[src/design/rotation_matrix_to_quaternion_unit_macros.svh]
// assertion macros shared by the rotation matrix to quaternion design
// no dependencies
`ifndef ROTATION_MATRIX_TO_QUATERNION_UNIT_MACROS_SVH
`define ROTATION_MATRIX_TO_QUATERNION_UNIT_MACROS_SVH
`ifndef NO_ASSERTIONS
`define RMQ_ASSERT(label, clk, rst_n, prop, msg) \
  label: assert property (@(posedge clk) disable iff (!rst_n) prop) else $error(msg);
`define RMQ_ASSERT_NEXT(label, clk, rst_n, pre, post, msg) \
  label: assert property (@(posedge clk) disable iff (!rst_n) (pre) |=> (post)) else $error(msg);
`else
`define RMQ_ASSERT(label, clk, rst_n, prop, msg)
`define RMQ_ASSERT_NEXT(label, clk, rst_n, pre, post, msg)
`endif
`endif

[src/design/rmq_stage.sv]
// one elastic pipeline stage: a register slot with valid and a stall chain
// depends on nothing
module rmq_stage #(
  parameter int unsigned W = 8
) (
  input  logic         clk_i,
  input  logic         rst_ni,
  input  logic         v_i,
  output logic         rdy_o,
  input  logic [W-1:0] d_i,
  output logic         v_o,
  input  logic         rdy_i,
  output logic [W-1:0] d_o
);
  logic         v_q;
  logic [W-1:0] d_q;
  // advance when empty or downstream takes
  assign rdy_o = !v_q || rdy_i;
  always_ff @(posedge clk_i or negedge rst_ni) begin
    if (!rst_ni) v_q <= 1'b0;
    else if (rdy_o) v_q <= v_i;
  end
  always_ff @(posedge clk_i) begin
    if (rdy_o && v_i) d_q <= d_i;
  end
  assign v_o = v_q;
  assign d_o = d_q;
endmodule

[config.mk]
export PLATFORM = sky130hd
export DESIGN_NAME = rmq_stage
export DESIGN_NICKNAME = d
export VERILOG_FILES = /design/src/design/rotation_matrix_to_quaternion_unit_macros.svh /design/src/design/rmq_stage.sv
export SDC_FILE = /design/constraint.sdc
export NUM_CORES = 1
export LEC_CHECK = 0
export BUFFER_PORTS_ARGS = -buffer_cell sky130_fd_sc_hd__buf_2
export CAP_MARGIN = 5
export CORE_AREA = 2 2 39 41
export CTS_CLUSTER_DIAMETER = 30
export DETAILED_ROUTE_END_ITERATION = 6
export DIE_AREA = 0 0 41 43
export PLACE_DENSITY = 0.56
export SYNTH_ARGS = -nofsm -noshare
export SYNTH_HDL_FRONTEND = slang
export SYNTH_SLANG_ARGS = --single-unit
[constraint.sdc]
create_clock -name clk_i -period 1.7 [get_ports clk_i]
set_input_delay 0.17 -clock clk_i [delete_from_list [all_inputs] [get_ports clk_i]]
set_output_delay 0.17 -clock clk_i [all_outputs]
set_load 0.1 [all_outputs]
==> run metrics <==
flops & latches, synth=9; PnR worst setup slack=0.370 ns; Die ar.=1760 µm²; measured slew at the worst slew-check pin=0.488 ns; Diodes inserted=0; Die Y=43 µm; total track usage=0.0672; Place WS=0.638 ns; Tmin final=1.33 ns; via count=205; total nets after synthesis=24; status=completed; busiest grt layer=met2; synth warn=0; Leak=0.203 nW; met3 Track Usage GR=0.0314; achievable clock frequency=752 MHz; drt drc=0; I/O Pins=22; CTS tree=built; CP max stage cell=dfrtp_2; Clock Skew=0.00252 ns; CTS root buf=clkbuf_4; Finished Layout Cells=54; Mapped Cells=12; Site Rows=14; Antenna Nets Post-Route=0; Num CTS Buffers=3; Slew Limit Headroom=0.677; Avg Cell Area, Syn=24.5 µm²; post-synthesis sequential area ratio=0.902; CP max FO=3; max incr delay on CP=0.42 ns; post-CTS resize count=0; total gr overflow=0; Die X=41 µm; fill cell count=137; GR Layer Usage met1=0.0774; clk buf depth=2; drt pass-1 iters=4; Worst-Skew Late Latency=0.25 ns; Final Setup Violations=0; Cell variety after synth=5; Post-Syn Area=294 µm²; RSZ-0062 raised after global routing=false; CP Cell Sequence=nand2b_4 -> buf_2; nature of the critical path endpoint=primary output; crit path buf inv count=1; Fin. Hold Viols=0; GPL Wtd Cong=0.582; Initial Util=0.212; via/cell ratio=3.80; setup TNS=0 ns; crit-path leading delay family=flip-flops; max-slew violations=0; Pwr Density=1210 nW/µm²; final worst path period share=0.782; WP data arrival=1.16 ns; crit path launch type=flip-flop; multi-input logic area=28.8 µm²; WS Path Type=flip-flop to primary output; design area=457 µm²; htree depth=1; clock sink count=9; met2 Use GR=0.0969; register area=267 µm²; HP Class=input pin to flip-flop; Max Cap Viol=0; number of global-route vias before repair=194; largest net degree at the start of global routing=9; IO Port Bufs=21; fin nets=51; Min Hold Slack=0.0946 ns; share of cells above drive strength 1=0.711; routed wire length=544 µm; antenna violations before repair=0; Core ar.=1380 µm²; routed wire length per instance=10.1 µm; Critical Path RT=1.53 ns; Initial DRC Count=2; Post-Place Cell Area=420 µm²; area grow syn2layout=55.3%; Clock Pin Slew Worst Setup and Hold Paths=0.06 ns; Inst Count DP=49; first-pass GRT wire length=745 µm; maximum vdd drop=0.405 mV; r2r setup slk=0.72 ns
-- worst reg2reg max path: stages, from the launching register on --
cell	delay, ns
dfrtp_2	0.42
nand2b_4	0.08
and2_4	0.20
-- power by group --
part	switching [W]	leakage, nW	internal, W
registers	0.00000375	0.0862	0.000256
logic	0.000113	0.102	0.0000239
clock network	0.0000669	0.0150	0.0000900
total	0.000184	0.203	0.000370
-- repair_timing --
item	4_1_cts	5_1_grt
setup endpoints to repair	0	0
endpoints found under the hold margin	1	0
setup buffers	0	0
hold buffers	1	0
-- sequential cells by signal, indices dropped and copies added (netlist names) --
register	count
d_o	8
v_o	1
-- path summary, 6_finish.rpt --
check,start,depth (start not counted),to
setup / recovery,v_o,2,rdy_o
hold / removal,d_i[7],1,d_o[7]
setup reg to reg,v_o,2,d_o[6]
hold reg to reg,v_o,2,v_o
max in group asynchronous,rst_ni,2,v_o
min in group asynchronous,rst_ni,2,v_o
-- Yosys cell counts, drive strengths merged --
master	n	share of area
and2	1	0.030
edfxtp	8	0.82
nand2b	2	0.068
dfrtp	1	0.085
-- area by class of cell --
type / count / share of cell area
Multi-Input combinational cell: 3 / 0.0630
Timing Repair Buffer: 22 / 0.252
Tap cell: 16 / 0.0438
Clock buffer: 4 / 0.0575
Sequential cell: 9 / 0.584
-- layout by cell type, fill, tap and decap left out --
master         Yosys  final
edfxtp_1           8      8
buf_2              0     21
clkbuf_1           0      1
nand2b_1           1      1
dfrtp_2            0      1
and2_4             1      1
clkbuf_4           0      3
nand2b_4           1      1
dlygate4sd3_1      0      1
-- routing by layer --
metal  wire, µm  share of wire  up-vias
li1           -              -       96
met1        215           0.40       89
met2        213           0.39       20
met3        114           0.21        0
met4          0              0        0
met5          0              0        -
-- cells by family (layout without fill, tap and decap cells) --
kind of cell / count (synthesis) / after routing / synth area share
buf+inv: 0 / 26 / 0
flops: 9 / 9 / 0.902
simple gates: 3 / 3 / 0.0979
-- stage by stage --
step | util | total power (W)
after floorplan | - | 0.000374
after global placement | 0.304 | 0.000399
after detailed placement | 0.304 | 0.000400
after CTS | 0.330 | 0.000562
after global routing | 0.330 | 0.000575
final | 0.330 | 0.000553
Power figures use the tool's default switching activity.
