===== config.mk =====
export PLATFORM = sky130hd
export DESIGN_NAME = rmq_sqrt
export DESIGN_NICKNAME = d
export VERILOG_FILES = /design/src/design/rotation_matrix_to_quaternion_unit_macros.svh /design/src/design/rmq_pkg.sv /design/src/design/rmq_stage.sv /design/src/design/rmq_sqrt.sv
export SDC_FILE = /design/constraint.sdc
export NUM_CORES = 2
export LEC_CHECK = 0
export CAP_MARGIN = 40
export CORE_UTILIZATION = 54
export CTS_BUF_LIST = sky130_fd_sc_hd__clkbuf_8 sky130_fd_sc_hd__clkbuf_16
export DETAILED_ROUTE_END_ITERATION = 8
export DONT_BUFFER_PORTS = 1
export GPL_TIMING_DRIVEN = 0
export HOLD_SLACK_MARGIN = 0.03
export PLACE_DENSITY = 0.72
export RECOVER_POWER = 100
export SYNTH_ARGS = -nofsm -noshare
export SYNTH_HDL_FRONTEND = slang
export SYNTH_SLANG_ARGS = --single-unit

===== constraint.sdc =====
create_clock -name clk_i -period 7.9 [get_ports clk_i]
set_input_delay 1.975 -clock clk_i [delete_from_list [all_inputs] [get_ports clk_i]]
set_output_delay 1.975 -clock clk_i [all_outputs]
set_load 0.01 [all_outputs]

===== src/design/rotation_matrix_to_quaternion_unit_macros.svh =====
// assertion macros shared by the rotation matrix to quaternion design
// no dependencies
`ifndef ROTATION_MATRIX_TO_QUATERNION_UNIT_MACROS_SVH
`define ROTATION_MATRIX_TO_QUATERNION_UNIT_MACROS_SVH
`ifndef NO_ASSERTIONS
`define RMQ_ASSERT(label, clk, rst_n, prop, msg) \
  label: assert property (@(posedge clk) disable iff (!rst_n) prop) else $error(msg);
`define RMQ_ASSERT_NEXT(label, clk, rst_n, pre, post, msg) \
  label: assert property (@(posedge clk) disable iff (!rst_n) (pre) |=> (post)) else $error(msg);
`else
`define RMQ_ASSERT(label, clk, rst_n, prop, msg)
`define RMQ_ASSERT_NEXT(label, clk, rst_n, pre, post, msg)
`endif
`endif


===== src/design/rmq_pkg.sv =====
// types and constants for the rotation matrix to quaternion unit
// no dependencies
package rmq_pkg;
  localparam int unsigned MatW = 16;
  localparam int unsigned PosW = 32;
  // radicand: up to 3*2^15 + 2^30, kept in 32 bits
  localparam int unsigned RadW = 32;
  // root operand r << (frac-2) fits 60 bits for frac up to 30
  localparam int unsigned SqW  = 62;
  localparam int unsigned RootW = SqW / 2;
  // numerator magnitude: 2^16 << frac
  localparam int unsigned NumW = 48;
  localparam int unsigned DenW = RootW + 2;

  typedef struct packed {
    logic signed [MatW-1:0] w;
    logic signed [MatW-1:0] x;
    logic signed [MatW-1:0] y;
    logic signed [MatW-1:0] z;
  } quat_t;

  typedef struct packed {
    logic signed [PosW-1:0] x;
    logic signed [PosW-1:0] y;
    logic signed [PosW-1:0] z;
  } pos_t;

  typedef logic signed [MatW-1:0] mat_t [3][3];

  // saturate a wide signed value to 16 bits
  function automatic logic signed [MatW-1:0] sat16(input logic signed [NumW:0] v);
    logic signed [MatW-1:0] r;
    if (v > (NumW+1)'(signed'(32767))) r = 16'sh7fff;
    else if (v < -(NumW+1)'(signed'(32768))) r = 16'sh8000;
    else r = v[MatW-1:0];
    return r;
  endfunction
endpackage


===== src/design/rmq_stage.sv =====
// one elastic pipeline stage: a register slot with valid and a stall chain
// depends on nothing
module rmq_stage #(
  parameter int unsigned W = 8
) (
  input  logic         clk_i,
  input  logic         rst_ni,
  input  logic         v_i,
  output logic         rdy_o,
  input  logic [W-1:0] d_i,
  output logic         v_o,
  input  logic         rdy_i,
  output logic [W-1:0] d_o
);
  logic         v_q;
  logic [W-1:0] d_q;
  // advance when empty or downstream takes
  assign rdy_o = !v_q || rdy_i;
  always_ff @(posedge clk_i or negedge rst_ni) begin
    if (!rst_ni) v_q <= 1'b0;
    else if (rdy_o) v_q <= v_i;
  end
  always_ff @(posedge clk_i) begin
    if (rdy_o && v_i) d_q <= d_i;
  end
  assign v_o = v_q;
  assign d_o = d_q;
endmodule


===== src/design/rmq_sqrt.sv =====
// pipelined restoring square root, two result bits per stage
// depends on rmq_pkg
module rmq_sqrt #(
  parameter int unsigned TW = 8
) (
  input  logic                clk_i,
  input  logic                rst_ni,
  input  logic                v_i,
  output logic                rdy_o,
  input  logic [rmq_pkg::SqW-1:0] rad_i,
  input  logic [TW-1:0]       tag_i,
  output logic                v_o,
  input  logic                rdy_i,
  output logic [rmq_pkg::RootW-1:0] root_o,
  output logic [TW-1:0]       tag_o
);
  import rmq_pkg::*;
  localparam int unsigned Steps = RootW;
  localparam int unsigned PerStg = 2;
  localparam int unsigned Stg = (Steps + PerStg - 1) / PerStg;
  localparam int unsigned SW = SqW + SqW + RootW + TW;

  logic [SW-1:0] d [Stg+1];
  logic          v [Stg+1];
  logic          r [Stg+1];

  assign d[0] = {rad_i, {SqW{1'b0}}, {RootW{1'b0}}, tag_i};
  assign v[0] = v_i;
  assign rdy_o = r[0];

  for (genvar s = 0; s < Stg; s++) begin : g_stg
    logic [SW-1:0] nx;
    // digit recurrence: remainder, shifted operand, partial root
    always_comb begin
      logic [SqW-1:0]   op, rem;
      logic [RootW-1:0] rt;
      logic [SqW-1:0]   trial;
      {op, rem, rt} = d[s][SW-1:TW];
      for (int k = 0; k < PerStg; k++) begin
        if (s * PerStg + k < Steps) begin
          rem = {rem[SqW-3:0], op[SqW-1:SqW-2]};
          op  = {op[SqW-3:0], 2'b00};
          trial = {rt[RootW-1:0], 2'b01};
          if (rem >= trial) begin
            rem = rem - trial;
            rt  = {rt[RootW-2:0], 1'b1};
          end else begin
            rt  = {rt[RootW-2:0], 1'b0};
          end
        end
      end
      nx = {op, rem, rt, d[s][TW-1:0]};
    end
    rmq_stage #(.W(SW)) u_st (
      .clk_i, .rst_ni, .v_i(v[s]), .rdy_o(r[s]), .d_i(nx),
      .v_o(v[s+1]), .rdy_i(r[s+1]), .d_o(d[s+1])
    );
  end
  assign r[Stg] = rdy_i;
  assign v_o    = v[Stg];
  assign root_o = d[Stg][TW +: RootW];
  assign tag_o  = d[Stg][TW-1:0];
endmodule


==> flow_metrics.tcl <==
set metrics [dict create \
    num_io_pins 115 \
    clkSinkCount 1716 \
    crit_top_cell "or4_1" \
    hold_path.class "flop to flop" \
    cts_buffers 183 \
    max_slew_margin_pct -177 \
    syn_inst 11300 \
    wl_per_cell_um 24.4 \
    grt_max_degree 76 \
    dieArea_mm2 0.210 \
    startpoint_type "flop" \
    cp.required_ns 8.46 \
    antenna_left 0 \
    synth_mux_area_share_pct 0.994 \
    rows 166 \
    fmax_mhz 128 \
    hpwl_um 279000 \
    violations "capacitance limit, slew limit" \
    grt_pass1_wl_um 521000 \
    synth_edf_count 1700 \
    r2r_slack_ns 0.09 \
    finalHoldViolCount 0 \
    async_flop_share_pct 0.932 \
    synth_fa_ha_area_share_pct 5.85 \
    cts_tree "done" \
    criticalPathCategory "flop to flop" \
    rr_startpoint "g_stg[9].u_st.d_o[86]$_DFFE_PP_" \
    ys_top_cells_by_count "edfxtp_1 (1700), nor2_1 (1043), nand2_1 (939)" \
    synthTopCellsByArea "edfxtp_1 (45%), xnor2_1 (6.4%), ha_1 (5.9%)" \
    drive_above_1_share_pct 6.67 \
    area_delta_synth_final_pct 9.62 \
    final_area_mm2 0.123 \
    path_delay_family "simple AND/OR/NAND/NOR gates" \
    worst_pin_slew_ns 4.15 \
    critical-path-max-stage-delay_ns 0.77 \
    dieWidth_um 458 \
    drc 0 \
    vias_per_cell 6.28 \
    path_max_fanout 19 \
    path_cells "or4_4 > or4_1 > or2_1 > or4_1 > buf_2 > o21bai_4 > clkinv_2 > buf_6 > clkbuf_2 > nand2_1 > nand2_1 > ha_1 > clkbuf_1 > nand3_1 > or4_1 > nor3_1 > o311ai_0 > o2111a_1 > a311o_2 > nor2_4 > nand3_1 > xnor2_1" \
    core_area_mm2 0.206 \
    syn_area_mm2 0.112 \
    vias 90300 \
    synth_compound_area_share_pct 12.6 \
    holdWs_ns 0.350 \
    status "finished, violations left" \
    ys_types 128 \
    placed_area_mm2 0.117 \
    placed_cells 14000 \
    ys_seq_elements 1716 \
    power.leakage_nw 45.4 \
    gp_congestion 0.982 \
    ys_warn_count 0 \
    skew_ns 0.113 \
    layout.nets 12100 \
    antenna_found_initial 24 \
    setup_viol 0 \
    synth_top_family_by_area "simple AND/OR/NAND/NOR gates" \
    track_usage_pct 32.4 \
    post-route-period-util_pct 98.9 \
    synthSimpleGateAreaFrac_pct 20.8 \
    portBuffers 0 \
    final_cells 14400 \
    worstPathArrival_ns 8.37 \
    clock_latency_ns 0.90 \
    grt_pass1_vias 86300 \
    dr.pass1.iters 8 \
    path_clk_slew_ns 0.06 \
    yosysMostFrequentCell "edfxtp_1" \
    post-route-min-period_ns 7.81 \
    hold_path_startpoint "g_stg[9].u_st.d_o[11]$_DFFE_PP_" \
    grt-ovfl-total 0 \
    start_util_pct 54.6 \
    critPathSlowestCell "xnor2_1" \
    drv_cap 37 \
    cts-root-buf "clkbuf_16" \
    htreeDepth 4 \
    syn_avg_cell_area_um2 9.95 \
    ir_worst_vdd_mv 0.253 \
    drtIter0Drc 8248 \
    synth_top_cell_by_area "edfxtp_1" \
    crit_start "g_stg[9].u_st.d_o[86]$_DFFE_PP_" \
    synth_xor_area_share_pct 10.6 \
    routed_wl_um 351000 \
    fill_cells 17300 \
    slew_violations 1321 \
    yosysSeqAreaShare_pct 45.8 \
    synth_top_area_share_pct 45.5 \
    crit_path_end_kind "flop" \
    critPathBufInv 5 \
    clk_path_buf_depth 3 \
    synth-main-ff-cell "edfxtp_1" \
    fp.dieH_um 458 \
    powerDensity_mw_per_mm2 233 \
]
## flip-flops by register name (all words and copies together) (netlist names)
signal and flops:
g_stg.u_st.d_o 1700, g_stg.u_st.v_o 16
## cells in the final DEF, fill, tap and decap left out, types with 147 or more instances in the layout
cell type / synthesis / routed
edfxtp_1: 1700 / 1700
nor2_1: 1043 / 1040
nand2_1: 939 / 939
xnor2_1: 826 / 819
a21oi_1: 677 / 675
inv_1: 505 / 525
ha_1: 525 / 524
xor2_1: 524 / 520
o21ai_0: 443 / 436
nor3_1: 421 / 417
nand3_1: 355 / 355
clkbuf_1: 255 / 276
nand4_1: 249 / 249
nor4_1: 253 / 243
a21o_1: 239 / 238
clkbuf_16: 0 / 183
or3_1: 164 / 164
nand2b_1: 147 / 147
## cell families (layout without fill, tap and decap cells)
group | after synthesis | count (layout)
other cells | 1 | 15
buf+inv | 904 | 1309
compound gates | 2188 | 2188
mux | 102 | 102
flops | 1716 | 1716
simple gates | 4499 | 4499
fa+ha+maj | 525 | 525
xor+xnor | 1351 | 1351
## worst register-to-register path, delay by kind of cell, from the launching register on
kind	cells	cell delay, ns
AOI/OAI and AO/OA	4	1.37
xor gates and xnor gates	1	0.77
adders and majority gates	1	0.12
buffers and inverters	5	1.11
DFF	1	0.48
and+or+nand+nor	11	3.65
## final timing paths
| check | to | cells past startpoint |
|---|---|---|
| worst max register to register | g_stg[10].u_st.d_o[86]$_DFFE_PP_ | 22 |
| min in group asynchronous | g_stg[7].u_st.v_o$_DFFE_PN0P_ | 0 |
| max in group asynchronous | g_stg[14].u_st.v_o$_DFFE_PN0P_ | 0 |
| worst min register to register | g_stg[10].u_st.d_o[13]$_DFFE_PP_ | 0 |
| worst max-delay path | g_stg[10].u_st.d_o[86]$_DFFE_PP_ | 22 |
| worst min-delay path | g_stg[10].u_st.d_o[13]$_DFFE_PP_ | 0 |
## cell type report
| cell class | count | area, um^2 | share of cell area [%] |
|---|---|---|---|
| multi-input cells | 8668 | 57600 | 46.8 |
| flip-flops and latches | 1716 | 51400 | 41.8 |
| clock buffers | 183 | 4580 | 3.72 |
| well taps | 2688 | 3360 | 2.73 |
| inverters | 517 | 1950 | 1.59 |
| clock inverters | 156 | 1860 | 1.51 |
| plain buffers | 364 | 1630 | 1.32 |
| repair buffers | 89 | 566 | 0.460 |
| diodes | 12 | 30.0 | 0.0244 |
## report_power, final
part	leakage [nW]	total [mW]	internal, mW	switching, mW
clock	3.15	9.02	5.14	3.88
combinational	26.2	7.16	2.41	4.75
sequential	16.1	12.5	11.6	0.897
total	45.4	28.7	19.2	9.52
## per-stage QoR
stage / total power, mW / TNS [ns] / setup WS (ns) / utilization [%]
after floorplan: 17.3 / 0 / 0.373 / -
after global placement: 19.6 / -756.75 / -1.90 / 56.2
after detailed placement: 19.7 / -223.11 / -1.60 / 56.8
after CTS: 28.8 / 0 / 0.0000604 / 60.1
after global routing: 29.9 / -0.0394 / -0.0106 / 59.8
final: 28.7 / 0 / 0.0867 / 59.8
## metal layers
layer / wire [um] / vias up / track usage [%] / share of wire [%]
met3: 21500 / 774 / 4.69 / 6.1
met5: 110 / - / 0 / 0.031
li1: - / 42300 / - / -
met2: 174000 / 3285 / 56.9 / 50
met4: 17100 / 14 / 14.3 / 4.9
met1: 138000 / 43900 / 39.5 / 39
## what timing repair did
action | in CTS | in global routing
gates resized for setup | 79 | 102
hold buffers | 0 | 0
setup buffers | 1 | 15
pin swaps | 2 | 10
hold endpoints to repair | 0 | 0
setup endpoints to repair | 350 | 426
Note: power is estimated with default switching activity, not from simulation.
